**src/hdl/tat1_pkg.sv**
```systemverilog
// package for the two-angle t1 map pixel block
// types, constants and helper sizes shared by the cell chain and the top level
// no dependencies
package tat1_pkg;
   localparam int SAMPLE_BITS = 16;
   localparam int LOG_FRAC    = 24;
   localparam int MANT_BITS   = 32;              // Q1.30 mantissa plus headroom bit
   localparam int PROD_BITS   = SAMPLE_BITS + 17; // signed product width
   localparam int V_BITS      = PROD_BITS + 1;   // signed difference width
   localparam int MAG_BITS    = V_BITS - 1;      // magnitude width
   localparam int EXP_BITS    = 6;
   localparam int LOG_BITS    = EXP_BITS + LOG_FRAC;
   localparam int LN_BITS     = LOG_BITS;
   localparam int P_BITS      = LN_BITS + 26;
   localparam int Q_BITS      = 24;              // quotient bits kept, enough above T1_MAX
   localparam int T1_BITS     = 23;
   localparam int DIV_CELLS   = 57;              // one cell per bit of the 2^56 numerator
   localparam logic [29:0] LN2_Q30 = 30'd744261118;
   localparam logic [T1_BITS-1:0] T1_MAX = 23'd6553600;

   typedef enum logic [2:0] {
      REG_THRESHOLD = 3'd0,
      REG_K1        = 3'd1,
      REG_K2        = 3'd2,
      REG_K3        = 3'd3,
      REG_K4        = 3'd4,
      REG_INV_TR    = 3'd5
   } reg_index_type;

   // one log cell stage: the two mantissas and their log results, refined in parallel
   typedef struct packed {
      logic                  valid;
      logic                  mapped;
      logic                  ratio_ok;
      logic [SAMPLE_BITS-1:0] s0;
      logic [MANT_BITS-1:0]  ma;
      logic [MANT_BITS-1:0]  mb;
      logic [LOG_BITS-1:0]   la;
      logic [LOG_BITS-1:0]   lb;
   } log_cell_type;

   // one divider cell stage: restoring division, one quotient bit per cell
   typedef struct packed {
      logic                   valid;
      logic                   mapped;
      logic                   do_div;
      logic [SAMPLE_BITS-1:0] s0;
      logic [P_BITS:0]        rem;
      logic [P_BITS-1:0]      divisor;
      logic [Q_BITS-1:0]      quo;
      logic                   ovf;
   } div_cell_type;
endpackage

```
**src/hdl/tat1_log_cell.sv**
```systemverilog
// one log2 refinement cell: squares both mantissas, emits one result bit each
// depends on tat1_pkg
module tat1_log_cell (
   input  logic                  clock,
   input  logic                  reset,
   input  logic                  enable,
   input  logic [4:0]            bit_pos,
   input  tat1_pkg::log_cell_type cell_in,
   output tat1_pkg::log_cell_type cell_out
);
   import tat1_pkg::*;
   log_cell_type cell_ff, cell_in_c;
   logic [2*MANT_BITS-1:0] sqa, sqb;
   logic [MANT_BITS-1:0] na, nb;

   always_comb begin
      sqa = cell_in.ma * cell_in.ma;
      sqb = cell_in.mb * cell_in.mb;
      na = sqa[MANT_BITS+29:30];
      nb = sqb[MANT_BITS+29:30];
      cell_in_c = cell_in;
      if (na[31]) begin
         cell_in_c.ma = na >> 1;
         cell_in_c.la[bit_pos] = 1'b1;
      end else begin
         cell_in_c.ma = na;
      end
      if (nb[31]) begin
         cell_in_c.mb = nb >> 1;
         cell_in_c.lb[bit_pos] = 1'b1;
      end else begin
         cell_in_c.mb = nb;
      end
   end

   always_ff @(posedge clock) begin
      if (reset) begin
         cell_ff.valid <= 1'b0;
      end else if (enable) begin
         cell_ff <= cell_in_c;
      end
   end
   assign cell_out = cell_ff;
endmodule

```
**config.mk**
```make
export PLATFORM = sky130hd
export DESIGN_NAME = tat1_log_cell
export DESIGN_NICKNAME = d
export VERILOG_FILES = /design/src/hdl/tat1_pkg.sv /design/src/hdl/tat1_log_cell.sv
export SDC_FILE = /design/constraint.sdc
export NUM_CORES = 2
export LEC_CHECK = 0
export BUFFER_PORTS_ARGS = -buffer_cell sky130_fd_sc_hd__buf_2
export CAP_MARGIN = 20
export CORE_MARGIN = 3
export CORE_UTILIZATION = 45
export DETAILED_ROUTE_END_ITERATION = 10
export HOLD_SLACK_MARGIN = 0.05
export SYNTH_ARGS = -nofsm -noshare
export SYNTH_HDL_FRONTEND = slang
export SYNTH_SLANG_ARGS = --single-unit
```
**constraint.sdc**
```tcl
create_clock -name clock -period 11.64 [get_ports clock]
set_input_delay 0.582 -clock clock [delete_from_list [all_inputs] [get_ports clock]]
set_output_delay 0.582 -clock clock [all_outputs]
set_load 0.01 [all_outputs]
```
==> qor.csv <==
stage,metric,value,unit
clock_tree,numClockSinks,141,
worst_setup_path,crit_required,11.91,ns
logic_synthesis,synth-async-reset-ratio,0,%
logic_synthesis,synth_edf_count,140,
worst_setup_path,crit_arrival,9.81,ns
route,firstDrtPassIters,7,
timing,fin_setup_tns,0,ns
final_layout,syn2layout_area_growth,5.97,%
logic_synthesis,synth_seq_cells,141,
timing,grt_setup_unrepaired,no,
worst_setup_path,critical_path.startpoint_type,primary input,
worst_setup_path,crit_type,in2reg,
worst_setup_path,path_buf_inv,4,
worst_hold_path,hold_depth,1,
worst_setup_path,crit_end,cell_out[43],
logic_synthesis,synth.area.top_cells,"fa_1, inv_1, ha_1",
worst_setup_path,cp_cell_sequence,"buf_2, inv_1, nor2_1, fa_1, fa_1, inv_1, fa_1, fa_1, inv_1, fa_1, fa_1, fa_1, fa_1, ha_1, and4_1, and2_1, nand4_1, a21oi_1, o31a_1, a31oi_4, mux2i_1, or2_1, nand2_1, o21bai_1",
logic_synthesis,netlist.area_leader.share,50.5,%
worst_setup_path,path_common_cell,fa_1,
clock_tree,post-cts-setup-buffer-count,0,
final_layout,drive_gt1_share,6.77,%
clock_tree,root_buffer,clkbuf_16,
placed_design,place_congestion,0.929,
clock_tree,tritoncts,done,
final_layout,layout.nets,8892,
route,drt-total-wl,165000,µm
clock_tree,clk_pin_slew,0.07,ns
logic_synthesis,ys.flop_type,edfxtp_1,
global_routing,overflow,0,
logic_synthesis,synth_largest_area_cell,fa_1,
logic_synthesis,synth-seq-area-share,6.72,%
route,drt-wirelength-per-cell,19.5,µm
route,drc,0,
global_routing,grt_max_degree,82,
floorplanning,die_y,380,µm
timing,min_period,9.54,ns
timing,period_share,82.0,%
worst_setup_path,startpoint,cell_in[108],
global_routing,antenna_found_initial,4,
logic_synthesis,synth_cell_types,72,
logic_synthesis,yosys_warnings,0,
clock_tree,cts_buffer_depth,2,
timing,finalHoldViolations,0,
worst_setup_path,cpLargestDelayFamily,adder cells,
global_routing,grt_pass1_wl,274000,µm
route,via_count,42500,
clock_tree,cts_buffers,17,
worst_setup_path,reg2reg_slack,11.06,ns
timing,worst_pin_slew,1.09,ns
logic_synthesis,syn-mean-instance-area,9.69,µm²
floorplanning,initial_core_util,45.5,%
route,viasPerCell,5.02,
timing,slew_headroom,27.2,%
route,drt-initial-drc-count,2129,
floorplanning,core_area,138000,µm²
worst_setup_path,slowest_delay,0.70,ns
clock_tree,cts_max_level,4,
timing,finClkSkew,0,ns
global_routing,grt_usage,24.2,%
floorplanning,row_count,136,
final_layout,multi_input_area,50400,µm²
worst_hold_path,hp-class,in2reg,
outcome,outcome,completed,
timing,timing.fmax,105,MHz
logic_synthesis,syn_area,62800,µm²
route,detail-route-antenna-nets,0,
worst_setup_path,crit_path_end_kind,register,
timing,fin_hold_ws,0.318,ns
timing,setup_viol,0,
final_layout,n_fill_cell,13000,
timing,slew_violations,0,
clock_tree,cts-resized-gates,0,
placed_design,dpl.hpwl,138000,µm
final_layout,fin_util,48.3,%
final_layout,largest_reg_flops,141,
flow_run,drv_cap,0,
final_layout,most-common-layout-cells,"inv_1, fa_1, nand2_1",
placed_design,io_buffers,291,
clock_tree,clk-insertion-delay-late,0.43,ns
worst_setup_path,cp_slowest_cell,a21oi_1,
global_routing,grt_pass1_vias,49300,
floorplanning,die-area,144000,µm²
final_layout,seq_area,4220,µm²
worst_setup_path,cp.depth,24,
worst_setup_path,reg2reg_depth,2,
worst_setup_path,worstPathMaxFanout,27,
worst_setup_path,r2r-start,cell_out[142],
worst_setup_path,worstReg2RegEnd,cell_out[142],
clock_tree,hold_buffers,0,
logic_synthesis,syn_inst,6489,
floorplanning,die_w,380,µm
floorplanning,num_io_pins,294,
final_layout,layout_commonest_cell,inv_1,
==> final cells by class <==
type	count	area share, %
Antenna cell	1	0.00376
Clock buffer	17	0.639
Clock inverter	14	0.239
Inverter	1942	10.9
Multi-Input combinational cell	4156	75.7
Sequential cell	141	6.34
Tap cell	1863	3.50
Timing Repair Buffer	335	2.68
==> worst register-to-register path: cells and delay by family, from the launching register on <==
family	cells	cell delay, ns
simple gates	1	0.05
mux	1	0.12
flops	1	0.32
==> cells by family (layout without fill, tap and decap cells) <==
family / after synthesis / in the layout / share of synthesized area (%)
and+or+nand+nor: 1316 / 1316 / 10.3
AOI/OAI and AO/OA: 486 / 486 / 5.12
DFF: 141 / 141 / 6.72
xor gates and xnor gates: 150 / 150 / 2.09
muxes: 54 / 54 / 0.934
adders and majority gates: 2148 / 2148 / 61.7
other: 1 / 3 / 0.00597
buffers and inverters: 2193 / 2308 / 13.2
==> routing by layer <==
metal | track usage, % | routed length [µm] | vias to the layer above
met3 | 3.39 | 9980 | 200
met2 | 41.4 | 81000 | 1163
met4 | 5.16 | 3900 | 0
met1 | 32.7 | 70400 | 22000
li1 | - | - | 19100
met5 | 0 | 0 | -
==> cells in the mapped netlist (all sizes together), types with 21 or more instances <==
library cell and count:
inv 1942, fa 1586, nand2 583, ha 562, and2 460, clkbuf 235, edfxtp 140, a21oi 130
nor2 119, a21o 110, xnor2 78, o21ai 77, xor2 72, o21bai 48, mux2 37, nand4 35
a31oi 27, nand3 24, nor2b 21
==> metrics by stage <==
step                area, µm²  setup WS [ns]  instances
global route            66600           1.61       8469
global placement        66000           1.91       8436
CTS                     66600           2.16       8467
floorplan               62900           3.52       6490
detailed placement      66000           1.70       8436
finish                  66600           2.10       8469
==> worst min-delay path by stage <==
stage             startpoint       endpoint
2_1_floorplan  cell_out[142]  cell_out[142]
3_3_place_gp   cell_out[142]  cell_out[142]
3_5_place_dp   cell_out[142]  cell_out[142]
4_1_cts         cell_in[137]  cell_out[137]
5_1_grt         cell_in[137]  cell_out[137]
6_report        cell_in[137]  cell_out[137]
Power is left out: the tool's default activity adds up to more than one toggle a clock period on the data nets, which glitch-free logic cannot reach.
