$ cat src/hdl/tat1_pkg.sv
// package for the two-angle t1 map pixel block
// types, constants and helper sizes shared by the cell chain and the top level
// no dependencies
package tat1_pkg;
   localparam int SAMPLE_BITS = 16;
   localparam int LOG_FRAC    = 24;
   localparam int MANT_BITS   = 32;              // Q1.30 mantissa plus headroom bit
   localparam int PROD_BITS   = SAMPLE_BITS + 17; // signed product width
   localparam int V_BITS      = PROD_BITS + 1;   // signed difference width
   localparam int MAG_BITS    = V_BITS - 1;      // magnitude width
   localparam int EXP_BITS    = 6;
   localparam int LOG_BITS    = EXP_BITS + LOG_FRAC;
   localparam int LN_BITS     = LOG_BITS;
   localparam int P_BITS      = LN_BITS + 26;
   localparam int Q_BITS      = 24;              // quotient bits kept, enough above T1_MAX
   localparam int T1_BITS     = 23;
   localparam int DIV_CELLS   = 57;              // one cell per bit of the 2^56 numerator
   localparam logic [29:0] LN2_Q30 = 30'd744261118;
   localparam logic [T1_BITS-1:0] T1_MAX = 23'd6553600;

   typedef enum logic [2:0] {
      REG_THRESHOLD = 3'd0,
      REG_K1        = 3'd1,
      REG_K2        = 3'd2,
      REG_K3        = 3'd3,
      REG_K4        = 3'd4,
      REG_INV_TR    = 3'd5
   } reg_index_type;

   // one log cell stage: the two mantissas and their log results, refined in parallel
   typedef struct packed {
      logic                  valid;
      logic                  mapped;
      logic                  ratio_ok;
      logic [SAMPLE_BITS-1:0] s0;
      logic [MANT_BITS-1:0]  ma;
      logic [MANT_BITS-1:0]  mb;
      logic [LOG_BITS-1:0]   la;
      logic [LOG_BITS-1:0]   lb;
   } log_cell_type;

   // one divider cell stage: restoring division, one quotient bit per cell
   typedef struct packed {
      logic                   valid;
      logic                   mapped;
      logic                   do_div;
      logic [SAMPLE_BITS-1:0] s0;
      logic [P_BITS:0]        rem;
      logic [P_BITS-1:0]      divisor;
      logic [Q_BITS-1:0]      quo;
      logic                   ovf;
   } div_cell_type;
endpackage

$ cat src/hdl/tat1_div_cell.sv
// one restoring-division cell: produces one quotient bit of 2^56 / p
// depends on tat1_pkg
module tat1_div_cell (
   input  logic                  clock,
   input  logic                  reset,
   input  logic                  enable,
   input  logic                  num_bit,
   input  tat1_pkg::div_cell_type cell_in,
   output tat1_pkg::div_cell_type cell_out
);
   import tat1_pkg::*;
   div_cell_type cell_ff, cell_in_c;
   logic [P_BITS+1:0] shifted;
   logic [P_BITS+1:0] diff;

   always_comb begin
      cell_in_c = cell_in;
      shifted = {cell_in.rem, num_bit};
      diff = shifted - {2'b00, cell_in.divisor};
      cell_in_c.ovf = cell_in.ovf | cell_in.quo[Q_BITS-1];
      if (!diff[P_BITS+1]) begin
         cell_in_c.rem = diff[P_BITS:0];
         cell_in_c.quo = {cell_in.quo[Q_BITS-2:0], 1'b1};
      end else begin
         cell_in_c.rem = shifted[P_BITS:0];
         cell_in_c.quo = {cell_in.quo[Q_BITS-2:0], 1'b0};
      end
   end

   always_ff @(posedge clock) begin
      if (reset) begin
         cell_ff.valid <= 1'b0;
      end else if (enable) begin
         cell_ff <= cell_in_c;
      end
   end
   assign cell_out = cell_ff;
endmodule
$ cat config.mk
export PLATFORM = sky130hd
export DESIGN_NAME = tat1_div_cell
export DESIGN_NICKNAME = d
export VERILOG_FILES = /design/src/hdl/tat1_pkg.sv /design/src/hdl/tat1_div_cell.sv
export SDC_FILE = /design/constraint.sdc
export NUM_CORES = 1
export LEC_CHECK = 0
export BUFFER_PORTS_ARGS = -buffer_cell sky130_fd_sc_hd__buf_4
export CORE_MARGIN = 2
export CORE_UTILIZATION = 46
export CTS_BUF_LIST = sky130_fd_sc_hd__clkbuf_16
export CTS_CLUSTER_SIZE = 10
export DETAILED_ROUTE_END_ITERATION = 7
export MAX_ROUTING_LAYER = met4
export PLACE_DENSITY = 0.82
export SLEW_MARGIN = 10
export SYNTH_ARGS = -nofsm -noshare
export SYNTH_HDL_FRONTEND = slang
export SYNTH_SLANG_ARGS = --single-unit
$ cat constraint.sdc
create_clock -name clock -period 7.37 [get_ports clock]
set_clock_uncertainty 0.05 [all_clocks]
set_input_delay 0.3685 -clock clock [delete_from_list [all_inputs] [get_ports clock]]
set_output_delay 0.3685 -clock clock [all_outputs]
set_load 0.02 [all_outputs]
==> flow_summary_export.csv <==
group,metric,value,unit
grt,grt_pass1_wl,39400,um
route,routed_via_density,5.45,
placed_design,port_buffers,317,
cells_and_area,layout_common_cells,"320 x buf_4, 156 x edfxtp_1, 71 x inv_1",
timing,period_share,52.8,%
setup_path,worstPathArrival,4.09,ns
synth,synth_top_cell_area_share,50.4,%
cells_and_area,num_antenna_cells,0,
setup_path,worstSetupEndpointType,"register",
floorplanning,core_area,19700,um2
clock_tree,cts_buffer_depth,2,
power,ir_drop,0.000156,V
route,vias,7629,
timing,finalSetupTns,0,ns
grt,grt_pass1_vias,7586,
synth,synth_edf_count,156,
grt,grt_max_degree,79,
floorplanning,num_rows,51,
route,detail_route.wl_per_cell,18.1,um
cells_and_area,fin_util,63.6,%
power,leakage,0.00551,uW
placed_design,dp_cells,1367,
route,drt-total-wl,25300,um
floorplanning,die_w,146,um
setup_path,required,7.56,ns
cells_and_area,fin_nets,1339,
floorplanning,die_y,146,um
synth,yosys.area.top_type,"edfxtp_1",
clock_tree,cts_buffers,17,
grt,grt_util_all_layers,23.9,%
floorplanning,initial_core_util,47.3,%
synth,synth_fp_nets,1030,
timing,tightest_slew,0.997,ns
synth,yosysUniqueCellTypes,72,
cells_and_area,largest_reg_flops,157,
clock_tree,cts_tree,"done",
timing,fmax,257,MHz
setup_path,worstSetupStartpointType,"input pin",
cells_and_area,syn_to_final_growth,34.6,%
cells_and_area,fillers,1610,
synth,ys_ff_latch,157,
power,report.power.total,2810,uW
synth,synth-seq-area-share,50.6,%
timing,rsz0062_at_grt,"no",
synth,synth-async-reset-ratio,0,%
timing,fin_crit,3.89,ns
clock_tree,clkSinkCount,157,
clock_tree,ctsResizeCount,0,
synth,netlist_area,9290,um2
placed_design,place.gp.congestion,0.903,
timing,setup_ws,3.48,ns
grt,antenna_found_initial,0,
clock_tree,cts_root_buffer,"clkbuf_16",
grt,gr-total-overflow,0,
route,drc,0,
hold_path,hold_path_class,"in -> reg",
setup_path,crit_type,"in -> reg",
clock_tree,path_clk_slew,0.07,ns
placed_design,dp_hpwl,19600,um
route,first_iter_violations,638,
timing,max-slew-margin-rel,33.5,%
synth,synth_ff_type,"edfxtp_1",
route,firstDrtPassIters,5,
floorplanning,io-pin-count,318,
floorplanning,dieArea,21300,um2
synth,synth_area_leaders,"edfxtp_1 50%, ha_1 7.5%, a21oi_1 3.6%, xnor2_1 3.2%, mux2_4 3.1%",
cells_and_area,drive_gt1_share,36.8,%
synth,syn_area_per_cell,11.4,um2
clock_tree,h-tree-depth,4,
cells_and_area,layout_commonest_cell,"buf_4",
timing,setup_violations,0,
timing,hold_violations,0,
clock_tree,cts_setup_buffers,0,
synth,synth_warnings,0,
setup_path,path_max_fanout,53,
timing,slew_violations,0,
synth,synth_cells,812,
placed_design,post-place-ws,3.05,ns
clock_tree,cts_hold_buffers,0,
run_status,run_status,"completed",
power,p_per_area,225,nW/um2
job,drv_cap,0,
clock_tree,clock_latency,0.43,ns
route,antenna_left,0,
cells_and_area,layoutNonFillerInstCount,1399,
==> worst max-delay path, stage by stage <==
cell and delay, ns:
buf_4 0.08, inv_1 0.04, ha_1 0.39, a21oi_1 0.25
o211a_1 0.18, o21ai_1 0.10, a221oi_1 0.37, nand2_1 0.20
a211oi_2 0.42, xnor2_4 0.27, buf_4 0.72, inv_2 0.27
o41ai_2 0.39
==> metal layers <==
layer | wire length [um] | track usage, % | part of all wire, %
met1 | 10600 | 31.0 | 42
met2 | 12200 | 37.9 | 48
met3 | 1730 | 4.31 | 6.9
met4 | 685 | 8.93 | 2.7
met5 | 0 | - | 0
==> synth_stat cells, types with 4 or more instances <==
cell and n:
a21o_1 31, a21oi_1 67, a221oi_1 5, a31oi_1 8, and2_1 5, and4_1 5
buf_2 12, buf_6 4, clkbuf_1 13, edfxtp_1 156, ha_1 56, inv_1 70
mux2_2 22, mux2_4 19, mux2i_1 6, nand2_1 52, nand2b_1 10, nand3_1 12
nand4_1 16, nor2_1 42, nor2b_1 9, nor3_1 9, o211ai_1 7, o21a_1 10
o21ai_0 35, o21ai_1 5, o21bai_1 10, xnor2_1 34, xor2_1 14
==> cells by family (layout without fill, tap and decap cells) <==
| logic type | after synthesis | in the layout | synth area share, % |
|---|---|---|---|
| AO/OA/AOI/OAI | 220 | 220 | 16.0 |
| buffers and inverters | 101 | 423 | 4.61 |
| multiplexers | 47 | 47 | 6.38 |
| adder cells (fa/ha/maj) | 57 | 57 | 7.76 |
| AND/OR/NAND/NOR | 181 | 181 | 9.90 |
| XOR/XNOR | 49 | 49 | 4.70 |
| flip-flops | 157 | 157 | 50.6 |
==> per-stage QoR <==
step / hold WS, ns / cell area (um2)
floorplan: 0.391 / 9290
global route: 0.0335 / 12500
detailed placement: 0.498 / 11900
finish: 0.0614 / 12500
CTS: 0.0446 / 12500
global placement: 0.436 / 11900
==> power breakdown <==
group / internal [uW] / switching (uW) / total (uW) / leakage [uW]
Sequential: 1080 / 20.9 / 1100 / 0.00147
Clock: 545 / 401 / 946 / 0.000303
Combinational: 350 / 419 / 769 / 0.00373
==> worst paths after layout <==
path         slack (ns)                          to                  startpoint  depth (start not counted)
min                0.06      cell_out[17]$_DFFE_PP_                 cell_in[16]                          1
max                3.48     cell_out[135]$_DFFE_PP_                 cell_in[39]                         13
min reg2reg        0.50  cell_out[156]$_SDFFE_PP0P_  cell_out[156]$_SDFFE_PP0P_                          2
max reg2reg        6.70  cell_out[156]$_SDFFE_PP0P_  cell_out[156]$_SDFFE_PP0P_                          2
==> area by class of cell <==
class                   count  area (um2)  area share [%]
clock buffers              17         425            3.40
well taps                 265         332            2.65
inverters                  71         267            2.13
flip-flops and latches    157        4700            37.6
multi-input cells         554        4180            33.4
repair buffers            320        2400            19.2
clock inverters            15         200            1.60
No activity file was read; power rests on OpenSTA's default activity.
